--- src/rtl/mp2d_cmdq.sv ---
module mp2d_cmdq #(
	parameter int WIDTH = 8
) (
	input  logic             clk,
	input  logic             arst_n,
	input  logic             push,
	input  logic [WIDTH-1:0] wdata,
	input  logic             pop,
	output logic [WIDTH-1:0] rdata,
	output logic             empty,
	output logic             full
);
	logic [WIDTH-1:0] entry_q [2];
	logic             wr_ptr_q;
	logic             rd_ptr_q;
	logic [1:0]       count_q;

	assign empty = (count_q == 2'd0);
	assign full  = (count_q == 2'd2);
	assign rdata = entry_q[rd_ptr_q];

	always_ff @(posedge clk) begin
		if (push) begin
			entry_q[wr_ptr_q] <= wdata;
		end
	end

	always_ff @(posedge clk or negedge arst_n) begin
		if (!arst_n) begin
			wr_ptr_q <= 1'b0;
			rd_ptr_q <= 1'b0;
			count_q  <= 2'd0;
		end else begin
			if (push) begin
				wr_ptr_q <= ~wr_ptr_q;
			end
			if (pop) begin
				rd_ptr_q <= ~rd_ptr_q;
			end
			if (push && !pop) begin
				count_q <= count_q + 2'd1;
			end else if (pop && !push) begin
				count_q <= count_q - 2'd1;
			end
		end
	end
endmodule

--- config.mk ---
export PLATFORM = sky130hd
export DESIGN_NAME = mp2d_cmdq
export DESIGN_NICKNAME = d
export VERILOG_FILES = /design/src/rtl/mp2d_cmdq.sv
export SDC_FILE = /design/constraint.sdc
export NUM_CORES = 1
export LEC_CHECK = 0
export ABC_AREA = 1
export BUFFER_PORTS_ARGS = -buffer_cell sky130_fd_sc_hd__buf_2
export CAP_MARGIN = 20
export CORE_MARGIN = 3
export CORE_UTILIZATION = 30
export CTS_CLUSTER_SIZE = 20
export DETAILED_ROUTE_END_ITERATION = 10
export PLACE_DENSITY = 0.5
export SLEW_MARGIN = 20
export SYNTH_ARGS = -nofsm -noshare
export SYNTH_HDL_FRONTEND = slang
export SYNTH_SLANG_ARGS = --single-unit
--- constraint.sdc ---
create_clock -name clk -period 3.5 [get_ports clk]
set_input_delay 0.525 -clock clk [delete_from_list [all_inputs] [get_ports clk]]
set_output_delay 0.525 -clock clk [all_outputs]
set_load 0.005 [all_outputs]
After elaboration in Yosys (flattened, before gate mapping)
Memories as Yosys holds them, arrays and structs flattened. Index checks and enable logic that the tools add are counted. W data, S select, Z words.

Flip-flop bits (word level): 4. Bits in writable memories: 16. Input bits: 12. Output and inout bits: 10. Word-level logic and storage cells: 19. Memories: 1.

Memory list: entry_q (words 2, bits a word 8, rd ports 1, clocked after memory_dff 0, write ports 1, RTL line 13) `logic [WIDTH-1:0] entry_q [2];`.

$add $sub $neg: 2. Eq/ne operators: 1. Muxes and demuxes: 4. Bitwise operators: 2. Reduce and logical (&&, ||, !) cells: 6.

Operator list (number): $mux W2 (2); $add A2 B1 Y2 const B (1); $eq A2 B2 Y1 const B (1); $logic_and A1 B1 Y1 (2); $logic_not A1 Y1 (2); $logic_not A2 Y1 (1); $mux W1 (2); $not A1 Y1 (2); $reduce_bool A2 Y1 (1); $sub A2 B1 Y2 const B (1).

Depth between registers and ports, before layout
Word-level depth: 4. Depth in mapped cells: 7. Depth with buffers taken out: 7.

Worst setup path before layout
Ideal clock, no wire load.

Kind: register to output. From: register rd_ptr_q. To: output port rdata[0]. Arrival time: 0.790 ns. Setup slack: 2.185 ns. Cell stages (with the launch flop): 3. Path buffers: 1. Path through: dfrtp_1 buf_6 mux2_4.

Cells in the longest elaborated chain, start to end: 1.

Ends and longest elaborated chain: start, declared (RTL line 15) `logic rd_ptr_q;`; start signal, assigned (RTL line 38) `rd_ptr_q <= ~rd_ptr_q;`; $mem_v2 Z2 W8; end, declared (RTL line 9) `output logic [WIDTH-1:0] rdata,`.

Every way passes these cells.

Final worst setup path
From: register rd_ptr_q. To: output port rdata[2].

The elaborated chain is that of the path after synthesis.

==> impl_metrics.tcl <==
set metrics [dict create \
    n_fill_cell 258 \
    r2r-start "wr_ptr_q" \
    post_drt_wl_per_cell_um 11.6 \
    relSlewSlack_pct 57.4 \
    worst_skew_pair.late_latency_ns 0.29 \
    worstSetupStartpointType "flip-flop" \
    r2r_cells 1 \
    async_flop_share_pct 20.0 \
    gp_congestion 0.670 \
    finalNetCount 89 \
    ys_warn_count 0 \
    areaGrowthSynthToFinish_pct 20.5 \
    syn_inst 50 \
    place_area_um2 950 \
    drtIter0Drc 3 \
    synth-seq-cells 20 \
    fmax_mhz 504 \
    grt_first_pass_wirelength_mm 1.85 \
    maxCapViolations 0 \
    tritoncts "done" \
    postCtsHoldBufs 0 \
    coreArea_mm2 0.00254 \
    avgSynthCellArea_um2 16.4 \
    fp.dieW_um 58.2 \
    startpoint "rd_ptr_q" \
    min_period_ns 1.98 \
    finalSetupViolations 0 \
    cp_data_arrival_time_ns 1.46 \
    ys.flop_type "edfxtp_1" \
    slew_viol_final 0 \
    finalWorstSetupSlack_ns 1.52 \
    status "finished, final reports clean" \
    rsz0062_at_grt "no" \
    dieArea_mm2 0.00339 \
    finalClockSkew_ns 0.00150 \
    period_share_pct 56.7 \
    r2r_setup_slack_ns 2.21 \
    fin_util_pct 38.7 \
    worst_pin_slew_ns 0.637 \
    rows 18 \
    cts_buffers 3 \
    cts.repair.resized 0 \
    antenna_cells 0 \
    cts_max_level 1 \
    holdWs_ns 0.417 \
    cts_sinks 20 \
    yosys.area.top_type "edfxtp_1" \
    power.density_mw_per_mm2 696 \
    vdd_drop_max_uv 355 \
    min_from "wdata[2]" \
    critPathKind "reg -> out" \
    hold_viol_final 0 \
    pre_cts_slack_ns 1.82 \
    overflow 0 \
    avgViaCountPerCell 4.21 \
    antenna_found_initial 0 \
    fin_tns_setup_ns 0 \
    clockBufferDepth 2 \
    initial_core_util_pct 32.2 \
    synth_area_leaders "edfxtp_1, mux2_4, dfrtp_1" \
    dr.pass1.iters 3 \
    hp-class "in -> reg" \
    ys_top_cells_by_count "edfxtp_1, mux2_4, inv_1, nand2_1, dfrtp_1" \
    io_pins 22 \
    grtUsageTotal_pct 7.93 \
    hold_depth 1 \
    yosysMostFrequentCell "edfxtp_1" \
    ant_nets 0 \
    post_cts_buffers 0 \
    synth_top_area_share_pct 58.7 \
    final-seq-area_um2 581 \
    path_clk_slew_ns 0.10 \
    grt_pass1_vias 396 \
    cp_max_fo 9 \
    yosysSeqAreaShare_pct 70.9 \
    dr_total_vias 442 \
    p_leak_nw 0.444 \
    dp_hpwl_um 936 \
    grt_max_degree 12 \
    synth_edf_count 16 \
    drc 0 \
    root_buffer "clkbuf_4" \
    io_buffers 21 \
    synth_nets 63 \
    drt_wl_total_mm 1.22 \
    multi_input_area_um2 200 \
    r2r-end "entry_q[0][7]" \
    synth_area_um2 818 \
    end_kind "output port" \
    die_h_um 58.2 \
    stdcell_area_um2 986 \
    required_ns 2.97 \
    worstSetupEndpoint "rdata[2]" \
    drive_above_1_share_pct 42.7 \
    synth_cell_types 12 \
]
logic make-up (layout without fill, tap and decap cells):
group                      after synthesis  count (layout)  synth area share (%)
adders and majority gates                1               1                  1.53
and+or+nand+nor                         10              10                  5.05
muxes                                    8               8                  14.7
xor gates and xnor gates                 3               3                  3.21
DFF                                     20              20                  70.9
buffers and inverters                    8              33                  4.59
metrics by stage:
| step | cells | power [mW] |
|---|---|---|
| floorplan | 50 | 0.519 |
| global placement | 100 | 0.587 |
| detailed placement | 100 | 0.590 |
| CTS | 104 | 0.698 |
| global route | 105 | 0.735 |
| finish | 105 | 0.686 |
placed cells by master (no fill, tap or decap):
cell type / instances
dlygate4sd3_1: 1
nand4_1: 1
clkbuf_1: 1
xnor2_1: 1
nor2_1: 3
dfrtp_1: 4
ha_1: 1
inv_1: 7
buf_2: 21
nand2_1: 5
mux2_4: 8
xor2_1: 2
edfxtp_1: 16
nand3_1: 1
clkbuf_4: 3
state kept, by name, indices dropped and copies added (netlist names):
signal / count
entry_q: 16
count_q: 2
rd_ptr_q: 1
wr_ptr_q: 1
power by group:
group          switching, mW  total [mW]  internal (mW)  leakage (nW)
sequential            0.0552       0.378          0.323         0.197
clock                 0.0637       0.108         0.0443        0.0150
combinational         0.0753       0.200          0.125         0.232
total                  0.194       0.686          0.492         0.444
area by class of cell:
class	instances	area share, %
sequential	20	58.9
multi-input combinational	22	20.3
timing repair buffer	22	11.7
clock buffer	4	2.66
inverter	7	2.66
tap	30	3.81
how the worst min path moves through the flow:
stage | endpoint | slack (ns)
after CTS | count_q[0] | 0.007
after global routing | entry_q[1][2] | 0.39
after detailed placement | count_q[0] | 0.34
after floorplan | count_q[0] | 0.23
final | entry_q[1][2] | 0.42
after global placement | count_q[0] | 0.34
critical path, stage by stage, from the launching register on:
cell and delay (ns):
dfrtp_1 0.70, mux2_4 0.35, buf_2 0.13
layer usage:
metal	global-route usage, %	part of all wire, %	vias up
li1	-	-	222
met1	9.44	44	203
met2	11.8	47	15
met3	4.01	6.9	2
met4	3.97	1.9	0
met5	0	0	-
Note: power is estimated with default switching activity, not from simulation.
