## config.mk

```make
export PLATFORM = sky130hd
export DESIGN_NAME = mp2d_front
export DESIGN_NICKNAME = d
export VERILOG_FILES = /design/src/rtl/mp2d_pkg.sv /design/src/rtl/mp2d_front.sv
export SDC_FILE = /design/constraint.sdc
export NUM_CORES = 1
export LEC_CHECK = 0
export BUFFER_PORTS_ARGS = -buffer_cell sky130_fd_sc_hd__buf_2
export CELL_PAD_IN_SITES_DETAIL_PLACEMENT = 0
export CELL_PAD_IN_SITES_GLOBAL_PLACEMENT = 1
export CORE_ASPECT_RATIO = 0.6
export CORE_UTILIZATION = 48
export CTS_CLUSTER_DIAMETER = 100
export DETAILED_ROUTE_END_ITERATION = 8
export PLACE_DENSITY = 0.88
export SYNTH_ARGS = -nofsm -noshare
export SYNTH_HDL_FRONTEND = slang
export SYNTH_SLANG_ARGS = --single-unit
export TNS_END_PERCENT = 10
```

## constraint.sdc

```tcl
create_clock -name clk -period 29.8 [get_ports clk]
set_input_delay 8.94 -clock clk [delete_from_list [all_inputs] [get_ports clk]]
set_output_delay 8.94 -clock clk [all_outputs]
set_load 0.05 [all_outputs]
```

## src/rtl/mp2d_pkg.sv

```systemverilog
package mp2d_pkg;

	localparam int NUM_REGS   = 7;
	localparam int CFG_IDX_W  = 3;
	localparam int CFG_DATA_W = 16;
	localparam int DIM_W      = 11;
	localparam int WIN_W      = 4;
	localparam int PLANES_W   = 16;
	localparam int OUT_POS_W  = 10;

	localparam logic [CFG_IDX_W-1:0] REG_PLANE_HEIGHT  = 3'd0;
	localparam logic [CFG_IDX_W-1:0] REG_PLANE_WIDTH   = 3'd1;
	localparam logic [CFG_IDX_W-1:0] REG_WINDOW_HEIGHT = 3'd2;
	localparam logic [CFG_IDX_W-1:0] REG_WINDOW_WIDTH  = 3'd3;
	localparam logic [CFG_IDX_W-1:0] REG_ROW_STEP      = 3'd4;
	localparam logic [CFG_IDX_W-1:0] REG_COL_STEP      = 3'd5;
	localparam logic [CFG_IDX_W-1:0] REG_PLANE_COUNT   = 3'd6;

	typedef struct packed {
		logic [DIM_W-1:0]    plane_height;
		logic [DIM_W-1:0]    plane_width;
		logic [WIN_W-1:0]    window_height;
		logic [WIN_W-1:0]    window_width;
		logic [WIN_W-1:0]    row_step;
		logic [WIN_W-1:0]    col_step;
		logic [PLANES_W-1:0] plane_count;
	} cfg_t;

	typedef struct packed {
		logic [OUT_POS_W-1:0] out_row;
		logic [OUT_POS_W-1:0] out_col;
		logic                 plane_last;
		logic                 batch_last;
	} res_tag_t;

endpackage

```

## src/rtl/mp2d_front.sv

```systemverilog
module mp2d_front import mp2d_pkg::*; #(
	parameter int MAX_WIDTH   = 1024,
	parameter int MAX_KERNEL  = 8,
	parameter int SAMPLE_BITS = 16,
	localparam int CW = $clog2(MAX_WIDTH),
	localparam int PW = CW + 1,
	localparam int KW = $clog2(MAX_KERNEL + 1),
	localparam int SW = $clog2(MAX_KERNEL)
) (
	input  logic                   clk,
	input  logic                   arst_n,
	input  cfg_t                   cfg,
	input  logic                   restart,
	input  logic                   in_valid,
	output logic                   in_ready,
	input  logic [SAMPLE_BITS-1:0] in_sample,
	output logic                   wr_en,
	output logic [SW-1:0]          wr_bank,
	output logic [CW-1:0]          wr_addr,
	output logic [SAMPLE_BITS-1:0] wr_data,
	input  logic                   q_full,
	input  logic                   q_empty,
	input  logic                   back_busy,
	output logic                   cmd_push,
	output logic [MAX_KERNEL-1:0]  cmd_mask,
	output logic [CW-1:0]          cmd_left,
	output logic [KW-1:0]          cmd_kw,
	output res_tag_t               cmd_tag
);
	logic [CW-1:0]       row_q, col_q;
	logic [SW-1:0]       slot_q;
	logic [PLANES_W-1:0] plane_q;
	logic [PW:0]         win_top_q, win_left_q;
	logic [CW-1:0]       orow_q, ocol_q;
	logic                safe_q;

	logic [PW-1:0]       h, w, r1, c1;
	logic [KW-1:0]       kh, kw;
	logic [WIN_W-1:0]    sh, sw;
	logic [PLANES_W-1:0] np;
	logic [PW:0]         top, left;
	logic                row_hit, col_hit, wrap_col, wrap_row, accept, plast;
	logic [SW:0]         top_slot;

	always_comb begin
		h = (cfg.plane_height == '0) ? PW'(1) :
			(32'(cfg.plane_height) > MAX_WIDTH) ? PW'(MAX_WIDTH) : PW'(cfg.plane_height);
		w = (cfg.plane_width == '0) ? PW'(1) :
			(32'(cfg.plane_width) > MAX_WIDTH) ? PW'(MAX_WIDTH) : PW'(cfg.plane_width);
		kh = (cfg.window_height == '0) ? KW'(1) :
			(32'(cfg.window_height) > MAX_KERNEL) ? KW'(MAX_KERNEL) : KW'(cfg.window_height);
		kw = (cfg.window_width == '0) ? KW'(1) :
			(32'(cfg.window_width) > MAX_KERNEL) ? KW'(MAX_KERNEL) : KW'(cfg.window_width);
		sh = (cfg.row_step == '0) ? WIN_W'(1) : cfg.row_step;
		sw = (cfg.col_step == '0) ? WIN_W'(1) : cfg.col_step;
		np = (cfg.plane_count == '0) ? PLANES_W'(1) : cfg.plane_count;
	end

	assign r1       = PW'(row_q) + PW'(1);
	assign c1       = PW'(col_q) + PW'(1);
	assign top      = (PW+1)'(r1) - (PW+1)'(kh);
	assign left     = (PW+1)'(c1) - (PW+1)'(kw);
	assign row_hit  = ((PW+1)'(r1) >= (PW+1)'(kh)) && (top == win_top_q);
	assign col_hit  = ((PW+1)'(c1) >= (PW+1)'(kw)) && (left == win_left_q);
	assign wrap_col = (c1 >= w);
	assign wrap_row = (r1 >= h);
	assign plast    = ((PW+1)'(r1) + (PW+1)'(sh) > (PW+1)'(h))
		&& ((PW+1)'(c1) + (PW+1)'(sw) > (PW+1)'(w));

	// earlier windows still pending: only writes further along the same row are safe
	assign in_ready = !q_full && ((q_empty && !back_busy) || safe_q);
	assign accept   = in_valid && in_ready;

	assign wr_en   = accept;
	assign wr_bank = slot_q;
	assign wr_addr = col_q;
	assign wr_data = in_sample;

	always_comb begin
		top_slot = (SW+1)'(slot_q) + (SW+1)'(1) - (SW+1)'(kh);
		if (32'(slot_q) + 1 < 32'(kh)) begin
			top_slot = (SW+1)'(32'(slot_q) + 1 + MAX_KERNEL - 32'(kh));
		end
		for (int b = 0; b < MAX_KERNEL; b++) begin
			if (b >= 32'(top_slot)) begin
				cmd_mask[b] = (b - 32'(top_slot)) < 32'(kh);
			end else begin
				cmd_mask[b] = (b + MAX_KERNEL - 32'(top_slot)) < 32'(kh);
			end
		end
	end

	assign cmd_push           = accept && row_hit && col_hit;
	assign cmd_left           = CW'(left);
	assign cmd_kw             = kw;
	assign cmd_tag.out_row    = OUT_POS_W'(orow_q);
	assign cmd_tag.out_col    = OUT_POS_W'(ocol_q);
	assign cmd_tag.plane_last = plast;
	assign cmd_tag.batch_last = plast && ((PLANES_W+1)'(plane_q) + (PLANES_W+1)'(1)
		>= (PLANES_W+1)'(np));

	always_ff @(posedge clk or negedge arst_n) begin
		if (!arst_n) begin
			row_q      <= '0;
			col_q      <= '0;
			slot_q     <= '0;
			plane_q    <= '0;
			win_top_q  <= '0;
			win_left_q <= '0;
			orow_q     <= '0;
			ocol_q     <= '0;
			safe_q     <= 1'b0;
		end else if (restart) begin
			row_q      <= '0;
			col_q      <= '0;
			slot_q     <= '0;
			plane_q    <= '0;
			win_top_q  <= '0;
			win_left_q <= '0;
			orow_q     <= '0;
			ocol_q     <= '0;
			safe_q     <= 1'b0;
		end else if (accept) begin
			safe_q <= !wrap_col;
			if (wrap_col) begin
				col_q      <= '0;
				win_left_q <= '0;
				ocol_q     <= '0;
				if (wrap_row) begin
					row_q     <= '0;
					slot_q    <= '0;
					win_top_q <= '0;
					orow_q    <= '0;
					if ((PLANES_W+1)'(plane_q) + (PLANES_W+1)'(1) >= (PLANES_W+1)'(np)) begin
						plane_q <= '0;
					end else begin
						plane_q <= plane_q + PLANES_W'(1);
					end
				end else begin
					row_q  <= CW'(r1);
					slot_q <= (32'(slot_q) == MAX_KERNEL - 1) ? '0 : slot_q + SW'(1);
					if (row_hit) begin
						win_top_q <= win_top_q + (PW+1)'(sh);
						orow_q    <= orow_q + CW'(1);
					end
				end
			end else begin
				col_q <= CW'(c1);
				if (col_hit) begin
					win_left_q <= win_left_q + (PW+1)'(sw);
					ocol_q     <= ocol_q + CW'(1);
				end
			end
		end
	end
endmodule

```

# == Word-level counts from Yosys, hierarchy flattened ==
# Index checks and enable logic that the tools add are counted.
# totals
ff_bits,84
in_bits,77
# classes
n_addsub,34
order_cmp,36
eq_ne,3
n_mux,57
reduce_logical,29
# ops
operator,count
< comparator 32 x 4 -> 1 bit,17
2-to-1 mux 10 bit,16
2-to-1 mux 12 bit,9
2-to-1 mux 16 bit,6
2-to-1 mux 11 bit,4
subtractor 4 x 4 -> 5 bit (first input constant),8
2-to-1 mux 4 bit,7
adder 11 x 4 -> 12 bit,2
adder 12 x 4 -> 12 bit,2
equality test 12 bit,2
greater-than comparator 12 x 11 -> 1 bit,2
subtractor 11 x 4 -> 12 bit,2
adder 10 x 1 -> 11 bit (second input constant),2
greater-or-equal comparator 11 bit,2
greater-or-equal comparator 11 x 4 -> 1 bit,2
greater-than comparator 11 bit (second input constant),2
zero test 11 bit,2
adder 10 x 1 -> 10 bit (second input constant),2
subtractor 3 x 4 -> 5 bit (first input constant),4
adder 16 x 1 -> 17 bit (second input constant),1
greater-or-equal comparator 17 x 16 -> 1 bit,1
adder 16 x 1 -> 16 bit (second input constant),1
greater-or-equal comparator 3 x 4 -> 1 bit (first input constant),4
zero test 16 bit,1
20 further kinds,58

# == Depth between registers and ports, before layout ==
# logic_depth
word_depth,11
depth_mapped,19

# == Worst setup path before layout ==
# OpenSTA, ideal clock, no wires.
# synth_timing
path_kind,input to output
start,input cfg[31] (netlist bit)
end,output cmd_mask[0]
arrival_time_ps,14112
required_time_ps,20860
slack_ps,6748
stages,13
path_cell_list,inv_1 > nand2_1 > ha_1 > fa_1 > a31oi_1 > nor2_1 > a21oi_1 > inv_1 > ha_1 > nand2_1 > xor2_1 > ha_1 > o311ai_0
# synth_via
elab_chain_len,8
elab_cells_between_ends,14
classes_between,add/sub (4); order compare (5); mux (4); reduce/logical (1)
# synth_rtl
element,line_no,source
from (decl),mp2d_front.sv:12,"input cfg_t cfg,"
greater-than comparator 4 bit,mp2d_front.sv:51,(32'(cfg.window_height) > MAX_KERNEL) ? KW'(MAX_KERNEL) : KW'(cfg.window_height);
2-to-1 mux 4 bit,mp2d_front.sv:51,
2-to-1 mux 4 bit (*),mp2d_front.sv:50,kh = (cfg.window_height == '0) ? KW'(1) :
"< comparator 32 x 4 -> 1 bit, or another cell as far along",mp2d_front.sv:81,if (32'(slot_q) + 1 < 32'(kh)) begin
2-to-1 mux 4 bit,mp2d_front.sv:81,
subtractor 4 x 4 -> 5 bit / subtractor 1 x 4 -> 5 bit (equally long branches),"mp2d_front.sv:88, mp2d_front.sv:86",
< comparator 32 x 4 -> 1 bit (on tied branches),"mp2d_front.sv:88, mp2d_front.sv:86",
2-to-1 mux 1 bit (*),mp2d_front.sv:85,if (b >= 32'(top_slot)) begin
to (decl),mp2d_front.sv:25,"output logic [MAX_KERNEL-1:0] cmd_mask,"
# Every way passes the cells marked *; elsewhere a longest branch is shown, timed or not.

# == Worst setup path in the final report ==
# layout_timing
start,input cfg[31] (netlist bit)
end,output cmd_mask[1]
# Same word-level chain as after synthesis.

==> flow_metrics.env <==
export IMPL_n_antenna_cell=0
export IMPL_clock_latency_ns=0.35
export IMPL_cts_buffer_depth=2
export IMPL_cp_arrival_ns=14.10
export IMPL_reg2regPathDepth=15
export IMPL_tns_ns=0
export IMPL_crit_type="input port to primary output"
export IMPL_track_usage_pct=25.6
export IMPL_totalWireLength_um=26500
export IMPL_cpMaxStageDelayCell="a21oi_1"
export IMPL_drtPass1Iterations=5
export IMPL_yosys_area_top_type="dfrtp_1"
export IMPL_placed_area_sq_um=10500
export IMPL_cts_root_buffer="clkbuf_16"
export IMPL_hp_class="flip-flop to flip-flop"
export IMPL_drive_gt1_share_pct=14.6
export IMPL_wire_per_inst_um=17.3
export IMPL_numCtsBuffers=9
export IMPL_initial_core_util_pct=49.0
export IMPL_r2r_slack_ns=24.69
export IMPL_r2r_end="plane_q[8]"
export IMPL_fin_crit_ns=23.04
export IMPL_place_gp_congestion=0.903
export IMPL_synth_seq_cells=84
export IMPL_cts_hold_buf=0
export IMPL_ys_warn_count=0
export IMPL_avgSynthCellArea_sq_um=8.34
export IMPL_viasPerCell=5.78
export IMPL_p_leak_nw=5.51
export IMPL_worst_slack_ns=6.76
export IMPL_cp_data_required_time_ns=20.86
export IMPL_die_x_um=187
export IMPL_postCtsSetupRepairBufs=0
export IMPL_synth_net_count=1408
export IMPL_synth_edff_count=0
export IMPL_path_cells="buf_2, inv_1, nand2_1, ha_1, fa_1, a31oi_1, nor2_1, a21oi_1, inv_1, ha_1, ha_1, inv_1, ha_1, a211oi_1, a21oi_1, o2bb2ai_1, buf_2"
export IMPL_post_cts_resized=0
export IMPL_synth_top_area_share_pct=21.4
export IMPL_syn_to_final_growth_pct=10.3
export IMPL_hp_start="safe_q"
export IMPL_antenna_found_initial=0
export IMPL_post_place_ws_ns=6.72
export IMPL_status="finished, final reports clean"
export IMPL_ys_top_cells_by_area="dfrtp_1 21%, ha_1 18%, xnor2_1 5.4%"
export IMPL_rsz0062_at_grt="false"
export IMPL_ant_nets=0
export IMPL_ys_flop_type="dfrtp_1"
export IMPL_multiInputGateArea_sq_um=7040
export IMPL_max_cap_violations=0
export IMPL_register_area_sq_um=2100
export IMPL_hpwl_um=21000
export IMPL_ys_types=84
export IMPL_hold_depth=1
export IMPL_worstPathMaxFanout=21
export IMPL_path_clk_slew_ns=0.07
export IMPL_power_density_nw_per_um2=76.5
export IMPL_grt_start_max_net_pins=61
export IMPL_pin_count=153
export IMPL_grt_overflow_total=0
export IMPL_yosysSeqAreaShare_pct=21.4
export IMPL_route_detailed_drc=0
export IMPL_hold_viol=0
export IMPL_final_area_sq_um=10800
export IMPL_setup_viol_count_final=0
export IMPL_hold_path_end="safe_q"
export IMPL_drt_iter0_drc=780
export IMPL_slew_headroom_pct=33.4
export IMPL_cp_slowest_stage_delay_ns=0.61
export IMPL_final_common_cell="ha_1"
export IMPL_cp_common_cell="ha_1"
export IMPL_reg2reg_from="wr_addr[0]"
export IMPL_ir_drop_mv=0.110
export IMPL_grt_pass1_vias=7916
export IMPL_rows=40
export IMPL_layout_common_cells="144 x ha_1, 119 x buf_2, 113 x nand2_1"
export IMPL_htreeDepth=3
export IMPL_fin_skew_ns=0.00937
export IMPL_worstSetupEndpointType="primary output"
export IMPL_final_period_utilization_pct=77.3
export IMPL_design_core_area_sq_um=20000
export IMPL_final_max_slew_viol_count=0
export IMPL_cts_sinks=84
export IMPL_synth_area_sq_um=9820
export IMPL_num_fill_cells=1893
export IMPL_fin_nets=1486
export IMPL_io_buffers=120
export IMPL_synth_cells=1177
export IMPL_grt_pass1_wl_um=43200
export IMPL_fmax_ghz=0.0434
export IMPL_vias=8854
export IMPL_cts_tree="built"
export IMPL_synthArstFlopShare_pct=100
export IMPL_die_area_sq_um=21000
export IMPL_startpoint_type="input port"
export IMPL_tightest_slew_ns=0.996
export IMPL_die_h_um=113
-- registers in the layout, summed over array words and instances (netlist names) --
signal	flops
win_top_q	12
wr_addr	10
win_left_q	12
safe_q	1
wr_bank	3
plane_q	16
row_q	10
ocol_q	10
orow_q	10
-- cells in the mapped netlist, drive strengths merged, types with 7 or more instances --
cell type,count
ha,144
nand2,113
inv,97
dfrtp,84
nor2,69
xnor2,62
a21oi,53
o21ai,53
nand3,40
a21o,38
clkbuf,36
nand4,35
nor3,28
buf,27
xor2,26
and3,19
o21a,18
o31ai,18
nor4,16
or3,16
nand2b,13
a22o,12
mux2i,12
and4,11
nor2b,11
a211oi,10
fa,10
or2,9
o21bai,7
-- area by class of cell --
cell class	instances	share of cell area, %
Sequential cell	84	19.4
Tap cell	273	3.15
Multi-Input combinational cell	931	65.0
Clock inverter	7	0.647
Timing Repair Buffer	130	6.26
Inverter	99	3.46
Clock buffer	9	2.08
-- cell families (layout without fill, tap and decap cells) --
kind of cell,count (synthesis),after routing,share of synthesized area (%)
simple gates,400,400,21.2
buf+inv,162,245,7.00
compound gates,266,266,18.5
xor+xnor,94,94,9.58
flops,84,84,21.4
fa+ha+maj,154,154,20.4
mux,17,17,1.87
-- metrics by stage --
stage / hold slack, ns / total power, mW / utilization, % / std cells
floorplan: 0.450 / 0.585 / - / 1177
global placement: 0.465 / 0.698 / 52.6 / 1517
detailed placement: 0.471 / 0.708 / 52.6 / 1517
CTS: 0.489 / 0.825 / 54.1 / 1533
global route: 0.514 / 0.893 / 54.1 / 1533
finish: 0.492 / 0.828 / 54.1 / 1533
-- power breakdown --
part | leakage [nW] | internal, mW | switching [mW] | total, mW
combinational | 4.23 | 0.205 | 0.369 | 0.574
sequential | 1.15 | 0.123 | 0.0156 | 0.139
clock | 0.135 | 0.0588 | 0.0560 | 0.115
-- per-layer routing --
layer	up-vias	global-route usage [%]	part of all wire [%]
met5	-	0	0
met4	0	2.95	0.42
met3	15	4.99	7.9
met2	298	32.4	36
met1	4174	43.5	55
li1	4367	-	-
-- how the worst max path moves through the flow --
stage,startpoint,endpoint,slack (ns),depth (start not counted)
4_1_cts,cfg[31],cmd_mask[0],6.73,19
3_5_place_dp,cfg[31],cmd_mask[0],6.72,19
2_1_floorplan,cfg[31],cmd_mask[0],6.75,13
3_3_place_gp,cfg[31],cmd_mask[1],6.92,17
6_report,cfg[31],cmd_mask[1],6.76,17
5_1_grt,cfg[31],cmd_mask[1],6.31,17
-- worst max-delay path, delay by kind of cell --
kind	cells	cell delay, ns
compound gates	5	1.61
buf+inv	5	1.35
simple gates	2	0.58
fa+ha+maj	5	1.63
Power figures use the tool's default switching activity.
