[config.mk]
export PLATFORM = sky130hd
export DESIGN_NAME = mp2d_back_flat
export DESIGN_NICKNAME = d
export VERILOG_FILES = /design/src/rtl/mp2d_pkg.sv /design/src/rtl/mp2d_if.sv /design/src/rtl/mp2d_back.sv /design/src/flat_wrapper.sv
export SDC_FILE = /design/constraint.sdc
export NUM_CORES = 1
export LEC_CHECK = 0
export ABC_AREA = 1
export BUFFER_PORTS_ARGS = -buffer_cell sky130_fd_sc_hd__clkbuf_2
export CORE_MARGIN = 10
export CORE_UTILIZATION = 50
export CTS_BUF_LIST = sky130_fd_sc_hd__clkbuf_8
export DETAILED_ROUTE_END_ITERATION = 16
export GPL_ROUTABILITY_DRIVEN = 0
export PLACE_DENSITY = 0.84
export SYNTH_ARGS = -nofsm -noshare
export SYNTH_HDL_FRONTEND = slang
export SYNTH_SLANG_ARGS = --single-unit
[constraint.sdc]
create_clock -name clk -period 19.13 [get_ports clk]
set_clock_uncertainty 0.15 [all_clocks]
set_input_delay 5.739 -clock clk [delete_from_list [all_inputs] [get_ports clk]]
set_output_delay 5.739 -clock clk [all_outputs]
set_load 0.01 [all_outputs]
[src/rtl/mp2d_pkg.sv]
package mp2d_pkg;

	localparam int NUM_REGS   = 7;
	localparam int CFG_IDX_W  = 3;
	localparam int CFG_DATA_W = 16;
	localparam int DIM_W      = 11;
	localparam int WIN_W      = 4;
	localparam int PLANES_W   = 16;
	localparam int OUT_POS_W  = 10;

	localparam logic [CFG_IDX_W-1:0] REG_PLANE_HEIGHT  = 3'd0;
	localparam logic [CFG_IDX_W-1:0] REG_PLANE_WIDTH   = 3'd1;
	localparam logic [CFG_IDX_W-1:0] REG_WINDOW_HEIGHT = 3'd2;
	localparam logic [CFG_IDX_W-1:0] REG_WINDOW_WIDTH  = 3'd3;
	localparam logic [CFG_IDX_W-1:0] REG_ROW_STEP      = 3'd4;
	localparam logic [CFG_IDX_W-1:0] REG_COL_STEP      = 3'd5;
	localparam logic [CFG_IDX_W-1:0] REG_PLANE_COUNT   = 3'd6;

	typedef struct packed {
		logic [DIM_W-1:0]    plane_height;
		logic [DIM_W-1:0]    plane_width;
		logic [WIN_W-1:0]    window_height;
		logic [WIN_W-1:0]    window_width;
		logic [WIN_W-1:0]    row_step;
		logic [WIN_W-1:0]    col_step;
		logic [PLANES_W-1:0] plane_count;
	} cfg_t;

	typedef struct packed {
		logic [OUT_POS_W-1:0] out_row;
		logic [OUT_POS_W-1:0] out_col;
		logic                 plane_last;
		logic                 batch_last;
	} res_tag_t;

endpackage

[src/rtl/mp2d_if.sv]


interface mp2d_out_if #(parameter int SAMPLE_BITS = 16);
	logic                          valid;
	logic                          ready;
	logic signed [SAMPLE_BITS-1:0] max_value;
	logic [9:0]                    out_row;
	logic [9:0]                    out_col;
	logic                          plane_last;
	logic                          batch_last;

	modport source (output valid, output max_value, output out_row, output out_col,
		output plane_last, output batch_last, input ready);
	modport sink (input valid, input max_value, input out_row, input out_col,
		input plane_last, input batch_last, output ready);
endinterface

[src/rtl/mp2d_back.sv]
module mp2d_back import mp2d_pkg::*; #(
	parameter int MAX_WIDTH   = 1024,
	parameter int MAX_KERNEL  = 8,
	parameter int SAMPLE_BITS = 16,
	localparam int CW = $clog2(MAX_WIDTH),
	localparam int KW = $clog2(MAX_KERNEL + 1)
) (
	input  logic                                    clk,
	input  logic                                    arst_n,
	input  logic                                    q_empty,
	output logic                                    q_pop,
	input  logic [MAX_KERNEL-1:0]                   cmd_mask,
	input  logic [CW-1:0]                           cmd_left,
	input  logic [KW-1:0]                           cmd_kw,
	input  res_tag_t                                cmd_tag,
	output logic [CW-1:0]                           rd_addr,
	input  logic [MAX_KERNEL-1:0][SAMPLE_BITS-1:0]  rd_data,
	output logic                                    busy,
	mp2d_out_if.source                              results
);
	localparam logic [1:0] ST_IDLE  = 2'd0;
	localparam logic [1:0] ST_READ  = 2'd1;
	localparam logic [1:0] ST_DRAIN = 2'd2;
	localparam logic [1:0] ST_HOLD  = 2'd3;

	logic [1:0]                    state_q;
	logic [MAX_KERNEL-1:0]         mask_q;
	logic [CW-1:0]                 left_q;
	logic [KW-1:0]                 kw_q, col_q;
	res_tag_t                      tag_q;
	logic                          vld_s1, last_s1, first_s1;
	logic signed [SAMPLE_BITS-1:0] best_q, col_max, fold;
	logic                          out_valid_q;
	logic signed [SAMPLE_BITS-1:0] out_value_q;
	res_tag_t                      out_tag_q;
	logic                          out_free;

	assign busy     = (state_q != ST_IDLE);
	assign q_pop    = (state_q == ST_IDLE) && !q_empty;
	assign rd_addr  = left_q + CW'(col_q);
	assign out_free = !out_valid_q || results.ready;

	always_comb begin
		col_max = {1'b1, {(SAMPLE_BITS-1){1'b0}}};
		for (int b = 0; b < MAX_KERNEL; b++) begin
			if (mask_q[b] && ($signed(rd_data[b]) > col_max)) begin
				col_max = $signed(rd_data[b]);
			end
		end
		fold = (first_s1 || col_max > best_q) ? col_max : best_q;
	end

	always_ff @(posedge clk) begin
		if (q_pop) begin
			mask_q <= cmd_mask;
			left_q <= cmd_left;
			kw_q   <= cmd_kw;
			tag_q  <= cmd_tag;
		end
		if (vld_s1) begin
			best_q <= fold;
		end
		if ((state_q == ST_HOLD) && out_free) begin
			out_value_q <= best_q;
			out_tag_q   <= tag_q;
		end
	end

	always_ff @(posedge clk or negedge arst_n) begin
		if (!arst_n) begin
			state_q     <= ST_IDLE;
			col_q       <= '0;
			vld_s1      <= 1'b0;
			last_s1     <= 1'b0;
			first_s1    <= 1'b0;
			out_valid_q <= 1'b0;
		end else begin
			vld_s1   <= (state_q == ST_READ);
			last_s1  <= (state_q == ST_READ) && (col_q + KW'(1) == kw_q);
			first_s1 <= (state_q == ST_READ) && (col_q == '0);
			if (results.ready) begin
				out_valid_q <= 1'b0;
			end
			case (state_q)
				ST_IDLE: begin
					col_q <= '0;
					if (!q_empty) begin
						state_q <= ST_READ;
					end
				end
				ST_READ: begin
					col_q <= col_q + KW'(1);
					if (col_q + KW'(1) == kw_q) begin
						state_q <= ST_DRAIN;
					end
				end
				ST_DRAIN: begin
					if (vld_s1 && last_s1) begin
						state_q <= ST_HOLD;
					end
				end
				ST_HOLD: begin
					if (out_free) begin
						out_valid_q <= 1'b1;
						state_q     <= ST_IDLE;
					end
				end
				default: state_q <= ST_IDLE;
			endcase
		end
	end

	assign results.valid      = out_valid_q;
	assign results.max_value  = out_value_q;
	assign results.out_row    = out_tag_q.out_row;
	assign results.out_col    = out_tag_q.out_col;
	assign results.plane_last = out_tag_q.plane_last;
	assign results.batch_last = out_tag_q.batch_last;
endmodule

[src/flat_wrapper.sv]
// flat-port wrapper written by rule: the top's interface ports become plain ports
module mp2d_back_flat import mp2d_pkg::*;
#(
	parameter int MAX_WIDTH   = 1024,
	parameter int MAX_KERNEL  = 8,
	parameter int SAMPLE_BITS = 16,
	localparam int CW = $clog2(MAX_WIDTH),
	localparam int KW = $clog2(MAX_KERNEL + 1)
)
  (clk, arst_n, q_empty, q_pop, cmd_mask, cmd_left, cmd_kw, cmd_tag, rd_addr, rd_data, busy, results_valid, results_max_value, results_out_row, results_out_col, results_plane_last, results_batch_last, results_ready);
  mp2d_out_if #(.SAMPLE_BITS(SAMPLE_BITS)) results_i ();
  input  logic clk;
  input  logic arst_n;
  input  logic q_empty;
  output logic q_pop;
  input  logic [MAX_KERNEL-1:0] cmd_mask;
  input  logic [CW-1:0] cmd_left;
  input  logic [KW-1:0] cmd_kw;
  input  res_tag_t cmd_tag;
  output logic [CW-1:0] rd_addr;
  input  logic [MAX_KERNEL-1:0][SAMPLE_BITS-1:0] rd_data;
  output logic busy;
  output wire logic [$bits(results_i.valid)-1:0] results_valid;
  output wire logic [$bits(results_i.max_value)-1:0] results_max_value;
  output wire logic [$bits(results_i.out_row)-1:0] results_out_row;
  output wire logic [$bits(results_i.out_col)-1:0] results_out_col;
  output wire logic [$bits(results_i.plane_last)-1:0] results_plane_last;
  output wire logic [$bits(results_i.batch_last)-1:0] results_batch_last;
  input wire logic [$bits(results_i.ready)-1:0] results_ready;
  assign results_valid = results_i.valid;
  assign results_max_value = results_i.max_value;
  assign results_out_row = results_i.out_row;
  assign results_out_col = results_i.out_col;
  assign results_plane_last = results_i.plane_last;
  assign results_batch_last = results_i.batch_last;
  assign results_i.ready = results_ready;
  mp2d_back #(.MAX_WIDTH(MAX_WIDTH), .MAX_KERNEL(MAX_KERNEL), .SAMPLE_BITS(SAMPLE_BITS)) u_core (.clk(clk), .arst_n(arst_n), .q_empty(q_empty), .q_pop(q_pop), .cmd_mask(cmd_mask), .cmd_left(cmd_left), .cmd_kw(cmd_kw), .cmd_tag(cmd_tag), .rd_addr(rd_addr), .rd_data(rd_data), .busy(busy), .results(results_i));
endmodule
======== Word-level counts from Yosys, hierarchy flattened ========
Cells that the tools add are included.
W data, S select, Z words.
operators by class
  bitwise gates (word level) .............. 0
  muxes and demuxes ....................... 17
  multipliers ............................. 0
  $add $sub $neg .......................... 2
  shifts and indexed selects .............. 0
  order comparisons ....................... 9
  reductions and logical operators ........ 23
  equality and inequality tests ........... 8
  div/mod/pow operators ................... 0
operators with widths
  operator                number
  $gt A16 B16 Y1          8
  $mux W16                8
  $gt A16 B16 Y1 const B  1
  $logic_and A1 B1 Y1     13
  $add A10 B4 Y10         1
  $mux W2                 4
  $pmux W2 S4             1
  $pmux W4 S2             1
  $add A4 B1 Y4 const B   1
  $eq A2 B2 Y1 const B    2
  $eq A4 B4 Y1            1
  $logic_not A4 Y1        1
  $ne A2 B1 Y1 const B    2
  $ne A2 B2 Y1 const B    2
  $reduce_and A4 Y1       1
  $reduce_bool A2 Y1      2
  $mux W1                 3
  $eq A2 B1 Y1 const B    1
  $logic_not A1 Y1        2
  $logic_not A2 Y1        1
  $logic_or A1 B1 Y1      2
  $reduce_and A2 Y1       1
storage, ports and cells
  register bits ........................... 108
  RAM bits ................................ 0
  bits of input ports ..................... 176
  memories kept ........................... 0
  output and inout port bits .............. 51
  bits in latches ......................... 0
  logic and storage cells ................. 78
  memory bits (read-only) ................. 0

======== Longest topological paths before layout ========
  depth after elaboration ................. 27
  depth in mapped cells ................... 121

======== Least setup slack after synthesis ========
No wires, ideal clock.
  kind .................................... input-to-reg
  start point ............................. input rd_data[3] (netlist name)
  end point ............................... register u_core.best_q[0], enable pin
  slack ................................... -2.620 ns
  path buffers ............................ 13
  cell stages on the path ................. 87
  data arrival time ....................... 21.212 ns
  required time ........................... 18.591 ns
  setup time .............................. 0.389 ns
  cells stage by stage .................... nor4_1 nand3b_1 nand2_1 inv_2 clkbuf_1 nand2_1 ha_1 a21oi_1 nand2_1 a21oi_1 nand3_2 nand3_4 clkbuf_1 clkbuf_1 nand2_1 o21ai_0 ha_1 a21oi_1 (+51 left out) nand4_1 or3_1 o41a_1 nand3_1 clkinv_1 clkbuf_1 nand2_1 nand2_1 ha_1 nand3_1 o21ai_0 a31oi_1 nor2_1 o21ai_0 o211ai_1 o21ai_0 a21oi_1 nor2_1
on the way
  word-level cells in the longest chain between the ends .. 27
RTL lines
  element                        RTL line            source
  start: declaration             flat_wrapper.sv:21  input logic [MAX_KERNEL-1:0][SAMPLE_BITS-1:0] rd_data;
  $gt A16 B16 Y1                 mp2d_back.sv:46     if (mask_q[b] && ($signed(rd_data[b]) > col_max)) begin
  $logic_and A1 B1 Y1            mp2d_back.sv:46
  $mux W16 *                     mp2d_back.sv:46
  $gt A16 B16 Y1                 mp2d_back.sv:46
  $logic_and A1 B1 Y1            mp2d_back.sv:46
  $mux W16 *                     mp2d_back.sv:46
  $gt A16 B16 Y1                 mp2d_back.sv:46
  $logic_and A1 B1 Y1            mp2d_back.sv:46
  (+12 left out)                 n/a
  $mux W16 *                     mp2d_back.sv:46
  $gt A16 B16 Y1                 mp2d_back.sv:46
  $logic_and A1 B1 Y1            mp2d_back.sv:46
  $mux W16 *                     mp2d_back.sv:46
  named net u_core.col_max[2]    mp2d_back.sv:32     logic signed [SAMPLE_BITS-1:0] best_q, col_max, fold;
  $gt A16 B16 Y1 *               mp2d_back.sv:50     fold = (first_s1 || col_max > best_q) ? col_max : best_q;
  $logic_or A1 B1 Y1 *           mp2d_back.sv:50
  $reduce_and A2 Y1 (no line) *  n/a
  end signal: assignment         mp2d_back.sv:61     best_q <= fold;
  end: declaration               mp2d_back.sv:32
Mark *: on every way through the listed nets, which the timed path passes. The rest lies on a longest branch.
A chain may end at the register's enable or synchronous reset.

======== Final worst setup path ========
  start point ............................. input rd_data[12] (netlist name)
  end point ............................... register u_core.best_q[12], enable pin
Same word-level chain as after synthesis.

==> out/qor.txt <==
outcome = finished with violations
failing checks = negative setup slack
clk_lat worst skew = 0.40 ns
via count = 10,400
Die Height = 151 µm
GR Overflow Total = 0
Synth Area in Adders = 0.190
crit-path max FO = 7
top-count cell post-synth = nand2_1
CTS tree = yes
Die ar. = 0.0227 mm²
core area = 0.0166 mm²
worst reg2reg path startpoint = u_core.mask_q[0]
LEAKAGE = 6.44 nW
syn avg cell area = 8.37 µm²
Vias/cell = 6.18
Async SR Flop Fraction = 0.0926
M1 WL = 11.7 mm
Simple-Gate Fraction of Synth Area = 0.249
post-synthesis sequential area ratio = 0.374
max cap viols = 0
Yosys top cell by area = edfxtp_1
Overall Global Routing Usage = 0.232
Pwr Density = 229 mW/mm²
R2R Path End = u_core.best_q[12]
worst slew pin tran = 1.21 ns
Post-DP Area = 0.0115 mm²
setup TNS = -16.40 ns
Met2 Routed Length = 18.4 mm
clk buf depth = 2
slew margin rel. = 0.190
Int Pwr = 1.51 mW
Critical Path End = u_core.best_q[12]
Starting Density = 0.513
pins over their slew limit = 0
CP bufs+invs = 12
r2r setup slk = 4.34 ns
HP Class = reg -> reg
die width = 151 µm
Max H-tree Level = 3
final instance area = 0.0132 mm²
register bit total from synthesis = 108
crit path DAT = 20.16 ns
worst vdd ir = 0.167 mV
Crit. End Element = register
I/O pins = 227
worst hold margin = 0.277 ns
layout cells sized above 1 = 0.463
Synth cell types = 45
drt first-iter violations = 952
worst setup margin = -1.05 ns
Post-synth EDFFs = 98
mux contribution to synthesized area = 0
Syn Inst Count = 1,020
CP startpoint kind = input pin
top sig layer = met5
RSZ-0062 raised after global routing = yes
XOR/XNOR share of the synthesized area = 0.0113
Mapped Area = 0.00854 mm²
Tcrit/Tclk final = 1.05
pre-CTS WS = -1.01 ns
commonest cells in the netlist = nand2_1, ha_1, inv_1
fmax = 49.6 MHz
kind of cell adding the most delay to the critical path = simple AND/OR/NAND/NOR gates
Synth area leaders = edfxtp_1, ha_1, nand2_1
Critical Path Max Stage Delay = 0.43 ns
synth warn = 0
clock root cell = clkbuf_8
Critical Path Source = rd_data[12]
fin crit period = 20.18 ns
Clk pwr share = 0.045
P_sw = 1.51 mW
Worst Path Required = 19.11 ns
critical setup path kind = in -> reg
final WL = 37.5 mm
DRC viols = 0
First-pass DRT Iterations = 6
vias in the first global route = 9,161
Worst Reg-to-Reg Cells = 86
share of power burned in registers = 0.135
critical path depth = 89
Layout area overhead = 54.7%
largest net degree at the start of global routing = 46
met3 WL post-DR = 3.72 mm
clk slew on worst S/H paths = 0.12 ns
fin cells = 1,682
Util after Layout = 0.794
Syn Nets = 1,325
dpl cells = 1,614
Synth top area share = 0.345
initial antenna violation count = 3
antenna viol nets, final = 0
Synth Flop Type = edfxtp_1
Nets = 1,761
DP HPWL = 22.8 mm
post-synthesis compound-gate area fraction = 0.117
Final Setup Violations = 16
routed len/inst = 22.3 µm
Switching Share = 0.501
main combinational cell family by area after synthesis = simple AND/OR/NAND/NOR gates
port bufs = 226
slowest CP cell = a2111oi_4
Core Rows = 47
CTS Buf Count = 9
Power Total = 3.02 mW
first-pass GRT wire length = 42.7 mm
combinational share of power = 0.821
CTS Sinks = 108
Final Hold Fails = 0
CP most frequent cell = nand2_2
worst min-delay path by stage:
stage          slack, ns        startpoint                   endpoint  cells past startpoint
3_5_place_dp        0.25  u_core.tag_q[20]  u_core.results.out_row[8]                      0
4_1_cts             0.28   u_core.tag_q[1]  u_core.results.plane_last                      0
3_3_place_gp        0.25  u_core.tag_q[19]  u_core.results.out_row[7]                      0
5_1_grt             0.28  u_core.tag_q[21]  u_core.results.out_row[9]                      0
2_1_floorplan       0.25   u_core.tag_q[0]  u_core.results.batch_last                      0
6_report            0.28   u_core.tag_q[3]  u_core.results.out_col[1]                      0
state kept, by name, summed over array words and instances (netlist names), 8 cells and up:
| register | cells |
|---|---|
| u_core.best_q | 16 |
| u_core.left_q | 10 |
| u_core.results.max_value | 16 |
| u_core.results.out_col | 10 |
| u_core.results.out_row | 10 |
| u_core.mask_q | 8 |
| u_core.tag_q | 22 |
cells by family (layout without fill, tap and decap cells):
kind of cell,after synthesis,count (layout)
AND/OR/NAND/NOR,466,472
adder cells (fa/ha/maj),129,129
buffers and inverters,133,568
XOR/XNOR,11,11
AO/OA/AOI/OAI,173,173
flip-flops,108,108
other,0,1
cell type report:
cell class	instances	area (µm²)
fillers	905	3420
flip-flops and latches	108	3190
multi-input cells	785	6130
clock inverters	7	65.1
inverters	111	437
clock buffers	9	124
repair buffers	439	2970
well taps	220	275
diodes	1	2.50
repair inverters	2	15.0
placed cells by master (no fill, tap or decap), types with 33 or more instances in the layout:
master	Yosys	routed
nand2_2	12	43
edfxtp_1	98	98
o21ai_1	1	35
nor2_1	52	36
buf_4	0	190
inv_1	107	107
nand3_1	39	33
clkbuf_2	0	221
ha_1	128	96
nand4_1	52	52
nand2_1	277	231
power by group through the flow:
stage / combinational, mW / clock (mW) / sequential, mW
6_report: 2.48 / 0.135 / 0.407
5_1_grt: 2.62 / 0.144 / 0.412
4_1_cts: 1.75 / 0.134 / 0.404
3_5_place_dp: 1.72 / 0 / 0.409
3_3_place_gp: 1.63 / 0 / 0.403
2_1_floorplan: 1.06 / 0 / 0.412
per-layer routing:
| layer | vias up | global-route usage |
|---|---|---|
| met5 | - | 0 |
| met3 | 380 | 0.0537 |
| li1 | 4473 | - |
| met4 | 4 | 0.0934 |
| met2 | 859 | 0.442 |
| met1 | 4678 | 0.240 |
timing repair:
item | CTS | global route
pin swaps | 5 | 86
gates resized for setup | 25 | 232
endpoints found under the setup margin | 16 | 16
gates cloned | 4 | 11
buffers inserted | 2 | 34
hold buffers | 0 | 0
Power figures use the tool's default switching activity.
